File: src/rtl/bcpc_pkg.sv
// ---------------------------------------------------------------------------
// bcpc_pkg
// Shared types and constants of the box / circle pair collision test.
// ---------------------------------------------------------------------------
package bcpc_pkg;

  // default coordinate width
  localparam int COORD_BITS_DEF = 16;

  // width of box sizes and radii
  localparam int SIZE_BITS = 15;

  // any distance component above this already rules out a hit
  localparam int FAR_LIMIT = 65536;

  // magnitude width after the far-apart cut
  localparam int MAG_BITS = 17;

  // test chosen for a pair
  typedef enum logic [1:0] {
    KIND_BOX_BOX       = 2'd0,
    KIND_BOX_CIRCLE    = 2'd1,
    KIND_CIRCLE_CIRCLE = 2'd2
  } pair_kind_t;

endpackage

File: src/rtl/box_circle_pair_collision_test_core.sv
// ---------------------------------------------------------------------------
// box_circle_pair_collision_test_core
// Intersection test of two shapes, each an axis-aligned box or a circle.
// ---------------------------------------------------------------------------
// Usage:
//   Input channel in_valid / in_stall carries one shape pair per item; the
//   item is taken at a rising edge with in_valid high and in_stall low.
//   Output channel out_valid / out_stall carries overlap_hit and pair_kind,
//   one result item per input item, in order.
//   Four register stages: role selection and edge differences, nearest-edge
//   distance and magnitude, squaring, then sum and compare into the output
//   register. An accepted item passes stage registers 1 to 3 and then sets
//   out_valid; one item is accepted every cycle while the output is taken.
//   When out_stall is high the output holds; upstream stages keep filling
//   empty slots, and in_stall rises only once every stage holds an item.
//   Reset (rst, synchronous) empties all stages; no result is lost or
//   repeated across a stall.
//   COORD_BITS sets the coordinate port width; the arithmetic widens to
//   cover it, and the squarers stay 17 by 17 bits.
// ---------------------------------------------------------------------------
module box_circle_pair_collision_test_core #(
  parameter int COORD_BITS = bcpc_pkg::COORD_BITS_DEF
) (
  input  logic                                clk,
  input  logic                                rst,
  input  logic                                in_valid,
  output logic                                in_stall,
  input  logic                                first_is_circle,
  input  logic signed [COORD_BITS-1:0]        first_x,
  input  logic signed [COORD_BITS-1:0]        first_y,
  input  logic [bcpc_pkg::SIZE_BITS-1:0]      first_width,
  input  logic [bcpc_pkg::SIZE_BITS-1:0]      first_height,
  input  logic [bcpc_pkg::SIZE_BITS-1:0]      first_radius,
  input  logic                                second_is_circle,
  input  logic signed [COORD_BITS-1:0]        second_x,
  input  logic signed [COORD_BITS-1:0]        second_y,
  input  logic [bcpc_pkg::SIZE_BITS-1:0]      second_width,
  input  logic [bcpc_pkg::SIZE_BITS-1:0]      second_height,
  input  logic [bcpc_pkg::SIZE_BITS-1:0]      second_radius,
  output logic                                out_valid,
  input  logic                                out_stall,
  output logic                                overlap_hit,
  output bcpc_pkg::pair_kind_t                pair_kind
);
  import bcpc_pkg::*;

  // working width: the wider of coordinate and signed box size, plus two bits of room
  localparam int W       = ((COORD_BITS > SIZE_BITS + 1) ? COORD_BITS : SIZE_BITS + 1) + 2;
  localparam int RR_BITS = SIZE_BITS + 1;
  localparam int SQ_BITS = 2 * MAG_BITS;
  localparam int RS_BITS = 2 * RR_BITS;

  // widened inputs
  logic signed [W-1:0] x1e, y1e, w1e, h1e, x2e, y2e, w2e, h2e;

  assign x1e = W'(first_x);
  assign y1e = W'(first_y);
  assign x2e = W'(second_x);
  assign y2e = W'(second_y);
  assign w1e = $signed(W'(first_width));
  assign h1e = $signed(W'(first_height));
  assign w2e = $signed(W'(second_width));
  assign h2e = $signed(W'(second_height));

  // stage handshake: a stage loads when it is empty or its successor moves
  logic v1, v2, v3;
  logic rdy1, rdy2, rdy3, rdy4;

  assign rdy4     = !out_valid || !out_stall;
  assign rdy3     = !v3 || rdy4;
  assign rdy2     = !v2 || rdy3;
  assign rdy1     = !v1 || rdy2;
  assign in_stall = !rdy1;

  // stage 1 logic: roles, edge differences, radius, box-box overlap
  logic signed [W-1:0]  cx, cy, bx, by, bw, bh;
  logic [RR_BITS-1:0]   rr_sel;
  pair_kind_t           kind_sel;
  logic signed [W-1:0]  dlox_n, dhix_n, dloy_n, dhiy_n;
  logic                 bb_n;

  always_comb begin
    if (first_is_circle) begin
      cx     = x1e;
      cy     = y1e;
      bx     = x2e;
      by     = y2e;
      bw     = w2e;
      bh     = h2e;
      rr_sel = RR_BITS'(first_radius);
    end else begin
      cx     = x2e;
      cy     = y2e;
      bx     = x1e;
      by     = y1e;
      bw     = w1e;
      bh     = h1e;
      rr_sel = RR_BITS'(second_radius);
    end

    if (first_is_circle && second_is_circle) begin
      kind_sel = KIND_CIRCLE_CIRCLE;
      rr_sel   = RR_BITS'(first_radius) + RR_BITS'(second_radius);
      dlox_n   = x1e - x2e;
      dhix_n   = x1e - x2e;
      dloy_n   = y1e - y2e;
      dhiy_n   = y1e - y2e;
    end else begin
      kind_sel = (first_is_circle || second_is_circle) ? KIND_BOX_CIRCLE : KIND_BOX_BOX;
      dlox_n   = cx - bx;
      dhix_n   = cx - bx - bw;
      dloy_n   = cy - by;
      dhiy_n   = cy - by - bh;
    end

    bb_n = (x1e < x2e + w2e) && (x1e + w1e > x2e) &&
           (y1e < y2e + h2e) && (y1e + h1e > y2e);
  end

  // stage 1 registers
  pair_kind_t           kind1;
  logic signed [W-1:0]  dlox1, dhix1, dloy1, dhiy1;
  logic [RR_BITS-1:0]   rr1;
  logic                 bb1;

  always_ff @(posedge clk) begin
    if (rst) begin
      v1 <= 1'b0;
    end else if (rdy1) begin
      v1 <= in_valid;
    end
    if (rdy1 && in_valid) begin
      kind1 <= kind_sel;
      dlox1 <= dlox_n;
      dhix1 <= dhix_n;
      dloy1 <= dloy_n;
      dhiy1 <= dhiy_n;
      rr1   <= rr_sel;
      bb1   <= bb_n;
    end
  end

  // stage 2 logic: nearest-edge distance per axis
  logic [MAG_BITS-1:0] ax_n, ay_n;
  logic                farx_n, fary_n;

  bcpc_axis_sep #(.W(W)) u_sep_x (
    .dlo (dlox1),
    .dhi (dhix1),
    .mag (ax_n),
    .far (farx_n)
  );

  bcpc_axis_sep #(.W(W)) u_sep_y (
    .dlo (dloy1),
    .dhi (dhiy1),
    .mag (ay_n),
    .far (fary_n)
  );

  // stage 2 registers
  pair_kind_t          kind2;
  logic [MAG_BITS-1:0] ax2, ay2;
  logic                far2;
  logic [RR_BITS-1:0]  rr2;
  logic                bb2;

  always_ff @(posedge clk) begin
    if (rst) begin
      v2 <= 1'b0;
    end else if (rdy2) begin
      v2 <= v1;
    end
    if (rdy2 && v1) begin
      kind2 <= kind1;
      ax2   <= ax_n;
      ay2   <= ay_n;
      far2  <= farx_n || fary_n;
      rr2   <= rr1;
      bb2   <= bb1;
    end
  end

  // stage 3 registers: squares
  pair_kind_t          kind3;
  logic [SQ_BITS-1:0]  sqx3, sqy3;
  logic [RS_BITS-1:0]  rsq3;
  logic                far3;
  logic                bb3;

  always_ff @(posedge clk) begin
    if (rst) begin
      v3 <= 1'b0;
    end else if (rdy3) begin
      v3 <= v2;
    end
    if (rdy3 && v2) begin
      kind3 <= kind2;
      sqx3  <= SQ_BITS'(ax2) * SQ_BITS'(ax2);
      sqy3  <= SQ_BITS'(ay2) * SQ_BITS'(ay2);
      rsq3  <= RS_BITS'(rr2) * RS_BITS'(rr2);
      far3  <= far2;
      bb3   <= bb2;
    end
  end

  // stage 4 logic: squared distance against squared radius
  logic [SQ_BITS:0] dist_sq;
  logic             hit_n;

  assign dist_sq = (SQ_BITS + 1)'(sqx3) + (SQ_BITS + 1)'(sqy3);

  always_comb begin
    if (kind3 == KIND_BOX_BOX) begin
      hit_n = bb3;
    end else begin
      hit_n = !far3 && (dist_sq < (SQ_BITS + 1)'(rsq3));
    end
  end

  // output register
  always_ff @(posedge clk) begin
    if (rst) begin
      out_valid <= 1'b0;
    end else if (rdy4) begin
      out_valid <= v3;
    end
    if (rdy4 && v3) begin
      overlap_hit <= hit_n;
      pair_kind   <= kind3;
    end
  end

endmodule

File: src/rtl/bcpc_axis_sep.sv
// ---------------------------------------------------------------------------
// bcpc_axis_sep
// Separation of a point from an interval on one axis: picks the distance to
// the nearer edge (or zero inside), takes its magnitude and flags far values.
// ---------------------------------------------------------------------------
module bcpc_axis_sep #(
  parameter int W = 18
) (
  input  logic signed [W-1:0]            dlo,
  input  logic signed [W-1:0]            dhi,
  output logic [bcpc_pkg::MAG_BITS-1:0]  mag,
  output logic                           far
);
  import bcpc_pkg::*;

  logic signed [W-1:0] d;
  logic [W-1:0]        a;

  // below the low edge, above the high edge, or inside
  always_comb begin
    if (dlo < 0) begin
      d = dlo;
    end else if (dhi > 0) begin
      d = dhi;
    end else begin
      d = '0;
    end
  end

  // magnitude and far-apart cut
  assign a   = (d < 0) ? W'(-d) : W'(d);
  assign far = (a > W'(FAR_LIMIT));
  assign mag = far ? '0 : a[MAG_BITS-1:0];

endmodule

File: config.mk
export PLATFORM = sky130hd
export DESIGN_NAME = box_circle_pair_collision_test_core
export DESIGN_NICKNAME = d
export VERILOG_FILES = /design/src/rtl/bcpc_pkg.sv /design/src/rtl/box_circle_pair_collision_test_core.sv /design/src/rtl/bcpc_axis_sep.sv
export SDC_FILE = /design/constraint.sdc
export NUM_CORES = 2
export LEC_CHECK = 0
export BUFFER_PORTS_ARGS = -buffer_cell sky130_fd_sc_hd__buf_2
export CAP_MARGIN = 10
export CORE_ASPECT_RATIO = 0.9
export CORE_MARGIN = 1.5
export CORE_UTILIZATION = 35
export CTS_CLUSTER_SIZE = 25
export DETAILED_ROUTE_END_ITERATION = 7
export PLACE_DENSITY = 0.59
export SLEW_MARGIN = 20
export SYNTH_ARGS = -nofsm -noshare
export SYNTH_HDL_FRONTEND = slang
export SYNTH_SLANG_ARGS = --single-unit
export TNS_END_PERCENT = 10
File: constraint.sdc
create_clock -name clk -period 10.75 [get_ports clk]
set_clock_uncertainty 0.05 [all_clocks]
set_input_delay 1.6125 -clock clk [delete_from_list [all_inputs] [get_ports clk]]
set_output_delay 1.6125 -clock clk [all_outputs]
set_load 0.02 [all_outputs]
; Yosys cells after proc, flatten, opt, wreduce, memory -nomap -nowiden
; Cells that the tools add are included.
[totals]
output_inout_bits = 5
register_bits = 256
[classes]
n_addsub = 14
mux = 20
multipliers = 3
n_reduce_logical = 23
magnitude_cmp = 13
[ops]
columns = op, count
row1 = two-way mux 18 bit, 14
row2 = "less-than comparator 18 x 1 -> 1 bit, second input constant", 4
row3 = subtractor 18 bit, 4
row4 = adder 16 x 16 -> 17 bit, 4
row5 = multiplier 17 x 17 -> 34 bit, 2
row6 = two-way mux 15 bit, 3
row7 = "> comparator 18 x 1 -> 1 bit, second input constant", 2
row8 = "> comparator 18 x 17 -> 1 bit, second input constant", 2
row9 = negation 18 bit, 2
row10 = adder 34 x 34 -> 35 bit, 1
row11 = less-than comparator 35 x 32 -> 1 bit, 1
row12 = > comparator 17 x 16 -> 1 bit, 2
row13 = less-than comparator 16 x 17 -> 1 bit, 2
row14 = subtractor 16 x 16 -> 17 bit, 2
row15 = multiplier 16 x 16 -> 32 bit, 1
row16 = adder 15 x 15 -> 16 bit, 1
row17 = two-way mux 16 bit, 1
row18 = logical AND 1 bit, 9
row19 = zero test 1 bit, 7
row20 = logical OR 1 bit, 6
row21 = zero test 2 bit, 1
row22 = two-way mux 1 bit, 2

; Longest topological paths before layout
[logic_depth]
depth_word = 7
ltp_mapped = 25
ltp_nobuf = 24

; By module
; Synthesis repeated with hierarchy kept, for this count alone.
[unflattened]
cells_unflattened = 4941
area_unflattened_um2 = 45509.9
[by_module_without_submodules]
columns = module, seq_area_each_um2, n_inst, area_each_um2, cells_each
row1 = box_circle_pair_collision_test_core, 7557.2, 1, 43485.5, 4651
row2 = bcpc_axis_sep, 0.0, 2, 1012.2, 145

; Worst setup path after synthesis
; OpenSTA, ideal clock, no wires.
[synth_timing]
path_kind = input to register
from = in out_stall
to = reg bb3, enable pin
slack_ps = 3818
n_path_buf = 0
arrival_ps = 6309
path_stages = 2
setup_ps = 573
required_time_ps = 10127
cell_sequence = and3_1 -> nor2b_1
[synth_between]
elab_chain_cells = 4
[synth_lines]
columns = item, line_no
row1 = start: declaration, box_circle_pair_collision_test_core.sv:41  ; input logic out_stall,
row2 = zero test 1 bit, box_circle_pair_collision_test_core.sv:69  ; assign rdy4 = !out_valid || !out_stall;
row3 = logical OR 1 bit, box_circle_pair_collision_test_core.sv:69
row4 = logical OR 1 bit, box_circle_pair_collision_test_core.sv:70  ; assign rdy3 = !v3 || rdy4;
row5 = logical AND 1 bit, box_circle_pair_collision_test_core.sv:197  ; if (rdy3 && v2) begin
row6 = end signal: assignment, box_circle_pair_collision_test_core.sv:203  ; bb3 <= bb2;
row7 = end: declaration, box_circle_pair_collision_test_core.sv:189  ; logic bb3;
; No other way between the ends.
; A chain may end at the register's enable or synchronous reset.

; Worst setup path after layout
[layout_timing]
from = reg ax2[4]
to = reg sqx3[33], data pin
[layout_between]
elab_chain_cells = 1
[layout_lines]
columns = item, line_no
row1 = start: declaration, box_circle_pair_collision_test_core.sv:163  ; logic [MAG_BITS-1:0] ax2, ay2;
row2 = start signal: assignment, box_circle_pair_collision_test_core.sv:176  ; ax2 <= ax_n;
row3 = multiplier 17 x 17 -> 34 bit, box_circle_pair_collision_test_core.sv:199  ; sqx3 <= SQ_BITS'(ax2) * SQ_BITS'(ax2);
row4 = end signal: assignment, box_circle_pair_collision_test_core.sv:199
row5 = end: declaration, box_circle_pair_collision_test_core.sv:186  ; logic [SQ_BITS-1:0] sqx3, sqy3;
; No other way between the ends.

==> impl_metrics.yaml <==
setup_path:
  r2r_slack_ns: 3.42
  critPathMaxStageDelay_ns: 0.84
  crit_path_end_kind: "flip-flop"
  crit_type: "flip-flop to flip-flop"
  start_kind: "flip-flop"
  ff2ff_path_depth: 23
  critical_path_arrival_ns: 7.61
  path_cells: "and2_1 -> inv_1 -> fa_1 -> inv_1 -> fa_1 -> inv_1 -> fa_1 -> inv_1 -> fa_1 -> fa_1 -> inv_1 -> fa_1 -> inv_1 -> ha_1 -> o21ai_0 -> a211oi_1 -> o31ai_1 -> o21a_1 -> nor3_1 -> o211ai_1 -> a31oi_1 -> nor4_1 -> a311o_1"
  cp.required_ns: 11.04
  cpMaxStageDelayCell: "edfxtp_1"
  critPathMaxFanout: 17
routing:
  wl_met3_um: 3650
  wire_per_inst_um: 15.4
  drc_errors: 0
  routed_via_density: 4.98
  top_layer_used: "met4"
  first_pass_iters: 6
  routed_wl_um: 104000
  dr_wl_met2_um: 48900
  drt-met1-wl_um: 49200
  first_iter_violations: 1744
  ant_nets: 0
  dr_total_vias: 33600
synth:
  syn_nets: 6240
  ys.flop_type: "edfxtp_1"
  synth_area_leader_cell: "fa_1"
  synth_area_mm2: 0.0453
  synth_area_leaders: "fa_1 24%, edfxtp_1 17%, ha_1 16%, inv_1 7.6%, xnor2_1 3.9%"
  synth_edf_count: 249
  yosysWarnings: 0
  synth.top_cell.area_share_pct: 24.4
  synth.avg_cell_area_um2: 9.18
  async_flop_share_pct: 0
  yosysSeqAreaShare_pct: 16.7
  ys_types: 93
  ys_ff_latch: 253
  synthCells: 4937
final_layout:
  stdcell_area_mm2: 0.0490
  stdcell_count: 6754
  n_fill_cell: 13000
  fin_util_pct: 38.0
  area_delta_synth_final_pct: 8.11
  drive_above_1_share_pct: 6.01
  multi_input_area_mm2: 0.0338
  final_net_count: 6320
  ff_latch_area_mm2: 0.00756
  diodes: 0
placed_design:
  gp_congestion: 0.851
  placed_area_mm2: 0.0479
  hpwl_um: 87500
  io_buffers: 164
  post-place-cells: 6698
clocking:
  cts_sinks: 253
  cts_tree: "built"
  htreeDepth: 1
  ctsLongestPathBuffers: 3
  cts_resized: 0
  clk_latency_ns: 0.60
  clkTransAtPathRegs_ns: 0.07
  post_cts_buffers: 0
  numCtsBuffers: 31
  postCtsHoldBufs: 0
  cts_root_buffer: "clkbuf_16"
floorplan:
  core_mm2: 0.129
  num_io_pins: 165
  die_x_um: 382
  fp.dieH_um: 344
  dieArea_mm2: 0.132
  row_count: 125
  start_util_pct: 35.2
global_route:
  overflow: 0
  grt_start_max_net_pins: 77
  grt_first_pass_wirelength_um: 175000
  grt_use_total_pct: 16.2
  grt_pass1_vias: 35300
  antenna_found_initial: 0
min_path:
  whs_path_depth: 0
  hp-class: "flip-flop to flip-flop"
outcome:
  status: "finished clean"
timing:
  fmaxAchievable_mhz: 136
  hold_ws_ns: 0.366
  rsz0062_at_grt: "false"
  finalCritPeriodShare_pct: 68.2
  slew_headroom_pct: 32.0
  worst_slew_pin_slew_ns: 1.02
  slew_violations: 0
  finalSetupViolCount: 0
  hold_viol_final: 0
  tns_ns: 0
  finalCriticalPeriod_ns: 7.33
power:
  vdd_drop_max_v: 0.000164
  p_leak_nw: 24.5
  powerDensity_mw_per_mm2: 145
job:
  max_cap_violations: 0
==> area by class of cell <==
class / instances / area share [%]
multi-input combinational: 3639 / 69.1
sequential: 253 / 15.4
inverter: 915 / 7.01
tap: 1714 / 4.38
timing repair buffer: 177 / 1.88
clock buffer: 32 / 1.59
clock inverter: 24 / 0.623
==> final timing paths <==
kind	start	endpoint
worst max-delay path	ax2[4]$_SDFFCE_PP0P_	sqx3[33]$_DFFE_PP_
worst min register to register	rr1[5]$_DFFE_PP_	rr2[5]$_DFFE_PP_
worst max register to register	ax2[4]$_SDFFCE_PP0P_	sqx3[33]$_DFFE_PP_
worst min-delay path	rr1[5]$_DFFE_PP_	rr2[5]$_DFFE_PP_
==> through the flow <==
step	worst slack [ns]	power (mW)
finish	3.42	7.09
floorplan	3.82	4.91
detailed placement	3.63	6.00
CTS	3.57	7.17
global placement	3.69	5.94
global route	3.05	7.84
==> power by group <==
| part | internal, mW | leakage (nW) | switching [mW] |
|---|---|---|---|
| clock | 0.674 | 0.520 | 0.443 |
| sequential | 1.41 | 2.45 | 0.138 |
| combinational | 1.87 | 21.5 | 2.56 |
==> routing by layer <==
metal | vias up | track usage, %
met5 | - | 0
met2 | 602 | 28.2
met4 | 0 | 3.47
met1 | 16300 | 21.8
met3 | 100 | 1.39
li1 | 16600 | -
==> synth_stat cells (92+ instances only) <==
cell type,n
clkbuf_1,112
nand2_1,379
a21o_1,103
fa_1,553
xnor2_1,204
edfxtp_1,249
xor2_1,92
o21ai_0,166
and2_1,168
nor2_1,252
a21oi_1,233
ha_1,590
inv_1,914
==> cells by family (layout without fill, tap and decap cells) <==
kind of cell	Yosys count	in the layout	synth area share, %
AND/OR/NAND/NOR	1247	1247	13.7
adder cells (fa/ha/maj)	1143	1143	40.7
buffers and inverters	1045	1148	8.70
AO/OA/AOI/OAI	894	894	13.1
XOR/XNOR	296	296	5.72
flip-flops	253	253	16.7
multiplexers	59	59	1.33
==> placed cells by master, fill, tap and decap left out, drive strengths merged, types with 16 or more instances in the layout <==
| master | netlist | layout |
|---|---|---|
| o21ai | 171 | 171 |
| nand2 | 380 | 380 |
| mux2i | 49 | 49 |
| nor4 | 19 | 19 |
| or3 | 36 | 36 |
| a31oi | 35 | 35 |
| or2 | 22 | 22 |
| a21boi | 16 | 16 |
| xnor2 | 204 | 204 |
| a21oi | 233 | 233 |
| buf | 18 | 177 |
| and3 | 40 | 40 |
| ha | 590 | 590 |
| o22ai | 17 | 17 |
| xor2 | 92 | 92 |
| o21a | 42 | 42 |
| o21bai | 35 | 35 |
| nor2 | 252 | 252 |
| nor3 | 72 | 72 |
| a21o | 103 | 103 |
| nand2b | 42 | 42 |
| nand3 | 65 | 65 |
| nand4 | 24 | 24 |
| o31ai | 18 | 18 |
| o211ai | 28 | 28 |
| clkbuf | 112 | 32 |
| nor2b | 59 | 59 |
| and2 | 168 | 168 |
| nor3b | 26 | 26 |
| a211oi | 38 | 38 |
| fa | 553 | 553 |
| edfxtp | 249 | 249 |
| inv | 915 | 917 |
==> worst max-delay path, delay by kind of cell (launching register included) <==
kind | cells | cell delay, ns
fa+ha+maj | 7 | 3.27
buf+inv | 6 | 0.37
flops | 1 | 0.84
simple gates | 3 | 0.91
compound gates | 7 | 1.64
==> state kept, by name, indices dropped and copies added (netlist names), 2 cells and up <==
signal,flops
rr1,16
ax2,17
pair_kind,2
dloy1,18
rsq3,31
kind3,2
dlox1,18
rr2,16
kind2,2
sqx3,33
sqy3,33
dhix1,18
ay2,17
dhiy1,18
kind1,2
No activity file was read; power rests on OpenSTA's default activity.
